===== config.mk =====
export PLATFORM = sky130hd
export DESIGN_NAME = ip_header_chain_parser_unit
export DESIGN_NICKNAME = d
export VERILOG_FILES = /design/src/rtl/core/ihcp_pkg.sv /design/src/rtl/core/ip_header_chain_parser_unit.sv
export SDC_FILE = /design/constraint.sdc
export NUM_CORES = 1
export LEC_CHECK = 0
export BUFFER_PORTS_ARGS = -buffer_cell sky130_fd_sc_hd__buf_2
export CAP_MARGIN = 40
export CORE_MARGIN = 1.5
export CORE_UTILIZATION = 30
export DETAILED_ROUTE_END_ITERATION = 10
export SYNTH_ARGS = -nofsm -noshare
export SYNTH_HDL_FRONTEND = slang
export SYNTH_SLANG_ARGS = --single-unit

===== constraint.sdc =====
create_clock -name clk -period 5.2 [get_ports clk]
set_input_delay 1.04 -clock clk [delete_from_list [all_inputs] [get_ports clk]]
set_output_delay 1.04 -clock clk [all_outputs]
set_load 0.02 [all_outputs]

===== src/rtl/core/ihcp_pkg.sv =====
// ihcp_pkg: shared types and constants for the ip header chain parser
// used by ip_header_chain_parser_unit and its port checker; no dependencies
`timescale 1ns / 1ps
`default_nettype none

package ihcp_pkg;

	localparam int POSITION_BITS = 16;
	localparam int CMP_BITS = (POSITION_BITS + 1 > 17) ? POSITION_BITS + 1 : 17;
	localparam logic [POSITION_BITS-1:0] POS_MAX = {POSITION_BITS{1'b1}};

	localparam logic [15:0] OFF_MAX = 16'hFFFF;
	localparam logic [15:0] V6_BASE = 16'd40;

	localparam logic [3:0] VER_4 = 4'd4;
	localparam logic [3:0] VER_6 = 4'd6;

	localparam logic [7:0] NH_HOP_BY_HOP = 8'd0;
	localparam logic [7:0] NH_ROUTING    = 8'd43;
	localparam logic [7:0] NH_FRAGMENT   = 8'd44;
	localparam logic [7:0] NH_AUTH       = 8'd51;
	localparam logic [7:0] NH_NONE       = 8'd59;
	localparam logic [7:0] NH_DEST_OPTS  = 8'd60;
	localparam logic [7:0] NH_MOBILITY   = 8'd135;

	localparam logic [3:0] V4_PROTO_POS = 4'd9;
	localparam logic [3:0] V4_MIN_LEN   = 4'd10;
	localparam logic [2:0] V6_NH_POS    = 3'd6;
	localparam logic [2:0] V6_MIN_LEN   = 3'd7;

	localparam logic [1:0] ST_FOUND     = 2'd0;
	localparam logic [1:0] ST_NO_NEXT   = 2'd1;
	localparam logic [1:0] ST_TRUNCATED = 2'd2;
	localparam logic [1:0] ST_NOT_IP    = 2'd3;

	typedef struct packed {
		logic [7:0] data_byte;
		logic       last_byte;
	} in_word_t;

	typedef struct packed {
		logic [3:0]  ip_version;
		logic [7:0]  transport_protocol;
		logic [15:0] transport_offset;
		logic [1:0]  parse_status;
	} out_word_t;

endpackage

`default_nettype wire


===== src/rtl/core/ip_header_chain_parser_unit.sv =====
// ip_header_chain_parser_unit: byte-serial ipv4/ipv6 header and extension chain parser
// depends on ihcp_pkg for word types, protocol numbers and status codes
`timescale 1ns / 1ps
`default_nettype none

// Takes one packet byte per cycle, starting at the first byte of the IP header, and on
// the byte marked last gives one result word: version, transport protocol, transport
// header offset and a status (found, no next header, truncated or overflow, not IP).
// IPv6 extension headers are walked on the fly as their length bytes go by: a byte
// is held in an input register, the header state and the result are updated from it
// by a compare-and-add step, and the result is shown from an output register that is
// loaded when the last byte leaves the input register. Bytes are taken every cycle;
// the input stalls only while a finished result waits for out_ready and the next last
// byte is ready to replace it.
module ip_header_chain_parser_unit (
	input  wire                      clk,
	input  wire                      arst_n,
	input  wire                      in_valid,
	output logic                     in_ready,
	input  wire ihcp_pkg::in_word_t  in_word,
	output logic                     out_valid,
	input  wire                      out_ready,
	output ihcp_pkg::out_word_t      out_word
);

	localparam int PB = ihcp_pkg::POSITION_BITS;
	localparam int CB = ihcp_pkg::CMP_BITS;

	function automatic logic is_ext_hdr(input logic [7:0] nh);
		is_ext_hdr = (nh == ihcp_pkg::NH_HOP_BY_HOP) || (nh == ihcp_pkg::NH_ROUTING) ||
			(nh == ihcp_pkg::NH_FRAGMENT) || (nh == ihcp_pkg::NH_AUTH) ||
			(nh == ihcp_pkg::NH_DEST_OPTS) || (nh == ihcp_pkg::NH_MOBILITY);
	endfunction

	// input stage
	logic                valid_s1;
	ihcp_pkg::in_word_t  word_s1;

	// parse state
	logic [PB-1:0] pos_q;
	logic [3:0]    ver_q;
	logic [3:0]    hw_q;
	logic [7:0]    cnh_q;
	logic [7:0]    pnh_q;
	logic [15:0]   hs_q;
	logic          fin_q;
	logic [1:0]    fst_q;

	logic                out_valid_q;
	ihcp_pkg::out_word_t out_q;

	logic          fire;
	logic [PB-1:0] pos_n;
	logic [3:0]    ver_n;
	logic [3:0]    hw_n;
	logic [7:0]    cnh_n;
	logic [7:0]    pnh_n;
	logic [15:0]   hs_n;
	logic          fin_n;
	logic [1:0]    fst_n;
	logic          long_pkt;
	logic [CB-1:0] p_x;
	logic [CB-1:0] hs_x;
	logic [CB-1:0] len_x;
	logic [16:0]   next_hs;
	logic [7:0]    b;
	logic [5:0]    v4_off;
	ihcp_pkg::out_word_t res;

	assign fire     = valid_s1 && (!word_s1.last_byte || !out_valid_q || out_ready);
	assign in_ready = !valid_s1 || fire;
	assign out_valid = out_valid_q;
	assign out_word  = out_q;

	assign b     = word_s1.data_byte;
	assign p_x   = CB'(pos_q);
	assign hs_x  = CB'(hs_q);
	assign len_x = CB'(pos_q) + CB'(1);

	always_comb begin
		if (cnh_q == ihcp_pkg::NH_AUTH) begin
			next_hs = {1'b0, hs_q} + 17'd8 + {7'd0, b, 2'b00};
		end else begin
			next_hs = {1'b0, hs_q} + 17'd8 + {6'd0, b, 3'b000};
		end
	end

	always_comb begin
		pos_n = pos_q;
		ver_n = ver_q;
		hw_n  = hw_q;
		cnh_n = cnh_q;
		pnh_n = pnh_q;
		hs_n  = hs_q;
		fin_n = fin_q;
		fst_n = fst_q;
		long_pkt = fin_q && (fst_q == ihcp_pkg::ST_TRUNCATED) && (ver_q != ihcp_pkg::VER_6);

		if (pos_q == '0) begin
			ver_n = b[7:4];
			hw_n  = b[3:0];
		end else if (ver_q == ihcp_pkg::VER_4 && pos_q == PB'(ihcp_pkg::V4_PROTO_POS)) begin
			cnh_n = b;
		end else if (ver_q == ihcp_pkg::VER_6 && !fin_q) begin
			if (pos_q == PB'(ihcp_pkg::V6_NH_POS)) begin
				cnh_n = b;
			end else if (p_x == hs_x) begin
				if (is_ext_hdr(cnh_q)) begin
					pnh_n = b;
				end else begin
					fin_n = 1'b1;
					fst_n = (cnh_q == ihcp_pkg::NH_NONE) ? ihcp_pkg::ST_NO_NEXT
						: ihcp_pkg::ST_FOUND;
				end
			end else if (p_x == hs_x + CB'(1)) begin
				cnh_n = pnh_q;
				if (next_hs[16]) begin
					hs_n  = ihcp_pkg::OFF_MAX;
					fin_n = 1'b1;
					fst_n = ihcp_pkg::ST_TRUNCATED;
				end else begin
					hs_n = next_hs[15:0];
				end
			end
		end

		if (pos_q == ihcp_pkg::POS_MAX) begin
			if (!word_s1.last_byte) begin
				fin_n = 1'b1;
				fst_n = ihcp_pkg::ST_TRUNCATED;
			end
		end else begin
			pos_n = pos_q + PB'(1);
		end
	end

	assign v4_off = {hw_n, 2'b00};

	always_comb begin
		res.ip_version         = ver_n;
		res.transport_protocol = 8'd0;
		res.transport_offset   = 16'd0;
		res.parse_status       = ihcp_pkg::ST_NOT_IP;
		if (ver_n == ihcp_pkg::VER_4) begin
			res.transport_protocol = cnh_n;
			res.transport_offset   = 16'(v4_off);
			res.parse_status = (long_pkt || len_x < CB'(ihcp_pkg::V4_MIN_LEN) ||
				len_x < CB'(v4_off)) ? ihcp_pkg::ST_TRUNCATED : ihcp_pkg::ST_FOUND;
		end else if (ver_n == ihcp_pkg::VER_6) begin
			res.transport_protocol = cnh_n;
			res.transport_offset   = hs_n;
			if (fin_n) begin
				res.parse_status = fst_n;
			end else if (cnh_n == ihcp_pkg::NH_NONE && CB'(hs_n) <= len_x &&
					len_x >= CB'(ihcp_pkg::V6_MIN_LEN)) begin
				res.parse_status = ihcp_pkg::ST_NO_NEXT;
			end else begin
				res.parse_status = ihcp_pkg::ST_TRUNCATED;
			end
		end
	end

	always_ff @(posedge clk or negedge arst_n) begin
		if (!arst_n) begin
			valid_s1 <= 1'b0;
		end else if (in_ready) begin
			valid_s1 <= in_valid;
		end
	end

	always_ff @(posedge clk) begin
		if (in_ready && in_valid) begin
			word_s1 <= in_word;
		end
	end

	always_ff @(posedge clk or negedge arst_n) begin
		if (!arst_n) begin
			pos_q <= '0;
			ver_q <= 4'd0;
			hw_q  <= 4'd0;
			cnh_q <= 8'd0;
			pnh_q <= 8'd0;
			hs_q  <= ihcp_pkg::V6_BASE;
			fin_q <= 1'b0;
			fst_q <= ihcp_pkg::ST_FOUND;
		end else if (fire) begin
			if (word_s1.last_byte) begin
				pos_q <= '0;
				ver_q <= 4'd0;
				hw_q  <= 4'd0;
				cnh_q <= 8'd0;
				pnh_q <= 8'd0;
				hs_q  <= ihcp_pkg::V6_BASE;
				fin_q <= 1'b0;
				fst_q <= ihcp_pkg::ST_FOUND;
			end else begin
				pos_q <= pos_n;
				ver_q <= ver_n;
				hw_q  <= hw_n;
				cnh_q <= cnh_n;
				pnh_q <= pnh_n;
				hs_q  <= hs_n;
				fin_q <= fin_n;
				fst_q <= fst_n;
			end
		end
	end

	always_ff @(posedge clk or negedge arst_n) begin
		if (!arst_n) begin
			out_valid_q <= 1'b0;
		end else if (fire && word_s1.last_byte) begin
			out_valid_q <= 1'b1;
		end else if (out_ready) begin
			out_valid_q <= 1'b0;
		end
	end

	always_ff @(posedge clk) begin
		if (fire && word_s1.last_byte) begin
			out_q <= res;
		end
	end

endmodule

`default_nettype wire


==> Word-level counts from Yosys, hierarchy flattened <==
Index checks and enable logic that the tools add are counted.
{ "word_totals": {"in_bits": 13, "n_memories": 0, "reg_bits": 100, "word_cells": 141, "ramBits": 0, "rom_bits": 0, "latchBits": 0} }
{ "op_classes": {"eq_ne": 22, "n_mul": 0, "muxes": 59, "n_reduce_logical": 32, "bitwise_logic": 1, "order_cmp": 4, "shift": 0, "div": 0, "add_sub_neg": 6} }
{ "ops": {"columns": ["operator", "count"], "rows": [
  ["16-bit two-way mux", 10],
  ["8-bit two-way mux", 14],
  ["26-bit two-way mux", 2],
  ["8-bit by 6-bit == test with 1-bit output, second input constant", 6],
  ["16-bit by 1-bit adder with 17-bit output, second input constant", 2],
  ["2-bit two-way mux", 14],
  ["16-bit by 4-bit adder with 17-bit output, second input constant", 1],
  ["17-bit by 10-bit adder with 17-bit output", 1],
  ["17-bit by 11-bit adder with 17-bit output", 1],
  ["16-bit by 17-bit == test with 1-bit output", 1],
  ["17-bit by 3-bit >= comparator with 1-bit output, second input constant", 1],
  ["16-bit by 17-bit <= comparator with 1-bit output", 1],
  ["17-bit by 4-bit less-than comparator with 1-bit output, second input constant", 1],
  ["17-bit by 6-bit less-than comparator with 1-bit output", 1],
  ["17-bit two-way mux", 1],
  ["16-bit by 1-bit adder with 16-bit output, second input constant", 1],
  ["16-bit == test", 1],
  ["16-bit == test, second input constant", 1],
  ["16-bit by 3-bit == test with 1-bit output, second input constant", 1],
  ["16-bit by 4-bit == test with 1-bit output, second input constant", 1],
  ["4-bit by 3-bit == test with 1-bit output, second input constant", 4],
  ["16-bit logical NOT", 1],
  ["4-bit two-way mux", 4],
  ["1-bit two-way mux", 14],
  ["13 further kinds", 39]
]} }

==> Logic depth before layout (Yosys ltp) <==
{ "logic_depth": {"ltp_word": 17, "ltp_mapped": 25, "depth_no_buf": 24} }

==> Worst setup path before layout <==
No wires, ideal clock.
{ "synth_path": {"kind": "register to register", "from": "register hs_q[3]", "to": "register out_q (netlist bit out_word[1]), data pin", "t_required_ps": 4939, "path_slack_ps": 180, "t_arrival_ps": 4758, "path_stages_with_launch": 23, "synth_period_minus_slack_ps": 5020, "cell_sequence": "dfstp_2 ha_1 xor2_1 ha_1 o21ai_0 nor2_1 o31a_1 and4_1 a221o_1 a31oi_1 nor2_1 or2_2 ha_1 nor2b_1 o21a_1 o21a_1 o21ai_0 a21oi_1 o211ai_1 o2111ai_1 a2111o_1 nor4_1 nor2_1"} }
{ "synth_lines": {"columns": ["item", "line", "text"], "rows": [
  ["start, declared", "ip_header_chain_parser_unit.sv:45", "logic [15:0] hs_q;"],
  ["start signal, assigned", "ip_header_chain_parser_unit.sv:184", "hs_q <= ihcp_pkg::V6_BASE;"],
  ["start signal, assigned", "ip_header_chain_parser_unit.sv:194", "hs_q <= ihcp_pkg::V6_BASE;"],
  ["start signal, assigned", "ip_header_chain_parser_unit.sv:203", "hs_q <= hs_n;"],
  ["end signal, assigned", "ip_header_chain_parser_unit.sv:222", "out_q <= res;"],
  ["end, declared", "ip_header_chain_parser_unit.sv:50", "ihcp_pkg::out_word_t out_q;"]
]} }

==> out/summary.txt <==
Status: completed
Internal: 1.46 mW
Initial antenna violation count: 0
Net Sw Frac: 32.4%
Hold buffers post-CTS: 0
Later-pin clock latency in the skew report: 360 ps
Non-Filler Instances: 1313
Post-Syn Nets: 916
Count of state elements after synthesis: 100
Max VDD drop: 0.146 mV
Max clock buf depth: 2
Post-synthesis sequential area ratio: 35.2%
Synth area leaders: dfrtp_1 (19%), edfxtp_1 (15%), ha_1 (6.7%), nand2_1 (4.6%), nor2_1 (3.6%)
Setup slack at placement: -174 ps
Async SR Flop Fraction: 61.0%
Post-Place Cells: 1285
Num CTS Buffers: 9
Clk sink count: 100
Synth area leader: dfrtp_1
Multi-input gate area: 0.00492 mm2
Area of the core: 0.0251 mm2
Diode count: 0
First-pass GRT wire length: 38.4 mm
Pwr Total: 2.16 mW
Die outline width: 163 um
Final worst slack: 53.9 ps
Share of Yosys cell area claimed by the top area cell type: 19.3%
Initial Util: 30.5%
FF-to-FF path depth: 21
Post-Route WL: 24.4 mm
Library cells used by synthesis: 92
Hold depth: 1
Logic pwr share: 24.1%
Post-DP HPWL: 19.1 mm
Power Density: 226 mW/mm2
Htree depth: 3
R2r setup slk: 50 ps
Hold WC Path Type: register to register
Placed Area: 0.00878 mm2
HP Start: hw_q[0]
Crit path launch type: register
Routed WL per cell: 18.6 um
Slew of the pin with the lowest slew margin: 701 ps
Reg power frac: 42.9%
Final-report hold violation count: 0
Synth warn: 0
Post-synth top cells: nand2_1 (94), nor2_1 (74), dfrtp_1 (59)
TritonCTS clock tree: yes
GRT Total Usage: 18.8%
Clock Power Share: 33.0%
Max Cap Viol: 0
Slew Limit Headroom: 53.1%
Fin Setup TNS: 0 ps
Synthesis-to-layout area growth: 24.8%
DR vias: 7149
FF-to-FF Start: hs_q[3]
Synthesized cell area: 0.00766 mm2
Mapped Cells: 860
Ports: 45
Starting DRC count in detailed routing: 592
Clk slew on worst S/H paths: 80 ps
Post-synth EDFFs: 39
Via density: 5.44
Hold EP: hw_q[0]
Static Leak: 3.93 nW
Die Y: 163 um
Kind of critical path: register to register
Number of buffers added on ports: 44
Top_reg_cell synth: dfrtp_1
Fillers: 2535
Worst reg2reg endpoint: out_word[1]
Die area: 0.0265 mm2
Critical Path Fanout Max: 6
Clock Root Buffer: clkbuf_16
Design area: 0.00957 mm2
Minimum clock period: 5150 ps
Drt first pass iters: 5
Critical path endpoint category: register
Pin count of the biggest net entering global routing: 43
Row Count: 58
Layout Skew: 10.8 ps
ANT nets after route: 0
RSZ-0062 raised after global routing: true
Final setup fails: 0
Nets: 1034
Avg Inst Size Synth: 8.91 um2
P_sw: 0.700 mW
Count leader, synth: nand2_1
GP Congestion: 0.928
Vias in the first global route: 6749
CP arrival: 5260 ps
DRC errors left: 0
Max Clk Rate: 194 MHz
GRT overflow: 0
Tcrit/Tclk final: 99.0%
Slew Viols, Final: 0
Register area: 0.00270 mm2
Worst endpoint required time: 5310 ps
Layout cells sized above 1: 27.2%
-- flip-flops by register name, indices dropped and copies added (netlist names), 2 cells and up --
register / count
pnh_q: 8
ver_q: 4
out_word: 30
pos_q: 16
b: 8
hs_q: 16
fst_q: 2
cnh_q: 8
hw_q: 4
-- power by group through the flow --
stage,Sequential [mW],Combinational (mW),Clock (mW)
2_1_floorplan,0.943,0.341,0
3_3_place_gp,0.939,0.494,0
3_5_place_dp,0.940,0.497,0
4_1_cts,0.924,0.506,0.726
5_1_grt,0.933,0.568,0.760
6_report,0.927,0.519,0.712
-- stage by stage --
stage | util [%] | hold slack (ps)
after CTS | 37.2 | 503
after detailed placement | 35.0 | 487
after global routing | 38.1 | 534
after floorplan | - | 450
after global placement | 34.9 | 464
final | 38.1 | 500
-- worst max path at each step --
stage	startpoint	end	slack (ps)	depth (start not counted)
after floorplan	hs_q[3]	out_word[1]	180	22
after global placement	hs_q[3]	out_word[1]	-110	25
after detailed placement	hs_q[3]	out_word[1]	-170	25
after CTS	hs_q[3]	out_word[1]	5	26
after global routing	hs_q[3]	out_word[1]	-180	23
final	hs_q[3]	out_word[1]	50	21
-- cells by family after synthesis --
group / Yosys count / share of synthesized area [%]
buffers and inverters: 86 / 5.48
XOR/XNOR: 54 / 6.17
AND/OR/NAND/NOR: 344 / 24.1
flip-flops: 100 / 35.2
multiplexers: 16 / 2.17
AO/OA/AOI/OAI: 217 / 19.6
adder cells (fa/ha/maj): 43 / 7.22
-- cell type report --
type | count | share of cell area [%]
clock inverter | 6 | 0.837
inverter | 35 | 1.37
sequential | 100 | 28.2
clock buffer | 10 | 2.39
multi-input combinational | 674 | 51.5
tap | 330 | 4.31
timing repair buffer | 158 | 11.4
-- critical path, cell delays in order, from the launching register on --
cell and delay, ps:
dfstp_2 580, ha_4 220, ha_1 300, a211oi_2 240, nor2_1 100, o31a_1 260
and4_1 200, a221o_1 290, a31oi_2 210, buf_4 190, nand2_2 60, o32a_1 400
ha_1 320, o21a_1 110, o21a_1 160, o21ai_1 130, a21oi_1 80, o211ai_1 250
o2111ai_1 170, a2111o_1 410, nor4_2 140, nor2_1 90
-- routing by layer --
layer / global-route usage [%] / vias to the layer above / share of wire [%]
met4: 5.38 / 0 / 1.8
met5: 0 / - / 0
met1: 26.6 / 3487 / 46
met2: 29.8 / 237 / 46
li1: - / 3396 / -
met3: 2.47 / 29 / 6.6
-- repair_timing --
item | in CTS | in global routing
setup endpoints to repair | 2 | 2
gates cloned | 0 | 0
resized for setup | 37 | 32
pin swaps | 23 | 23
buffers inserted | 8 | 4
-- placed cells by master, fill, tap and decap left out, types with 12 or more instances in the layout --
cell type and n:
a21oi_1 26, a21oi_2 12, a22o_1 18, buf_2 44, buf_4 111, dfrtp_1 58
edfxtp_1 39, ha_1 29, inv_1 34, nand2_1 93, nand3_1 30, nand4_1 13
nor2_1 69, nor2b_1 15, nor3_1 26, o21ai_0 44, xnor2_1 28, xor2_1 21
Note: power is estimated with default switching activity, not from simulation.
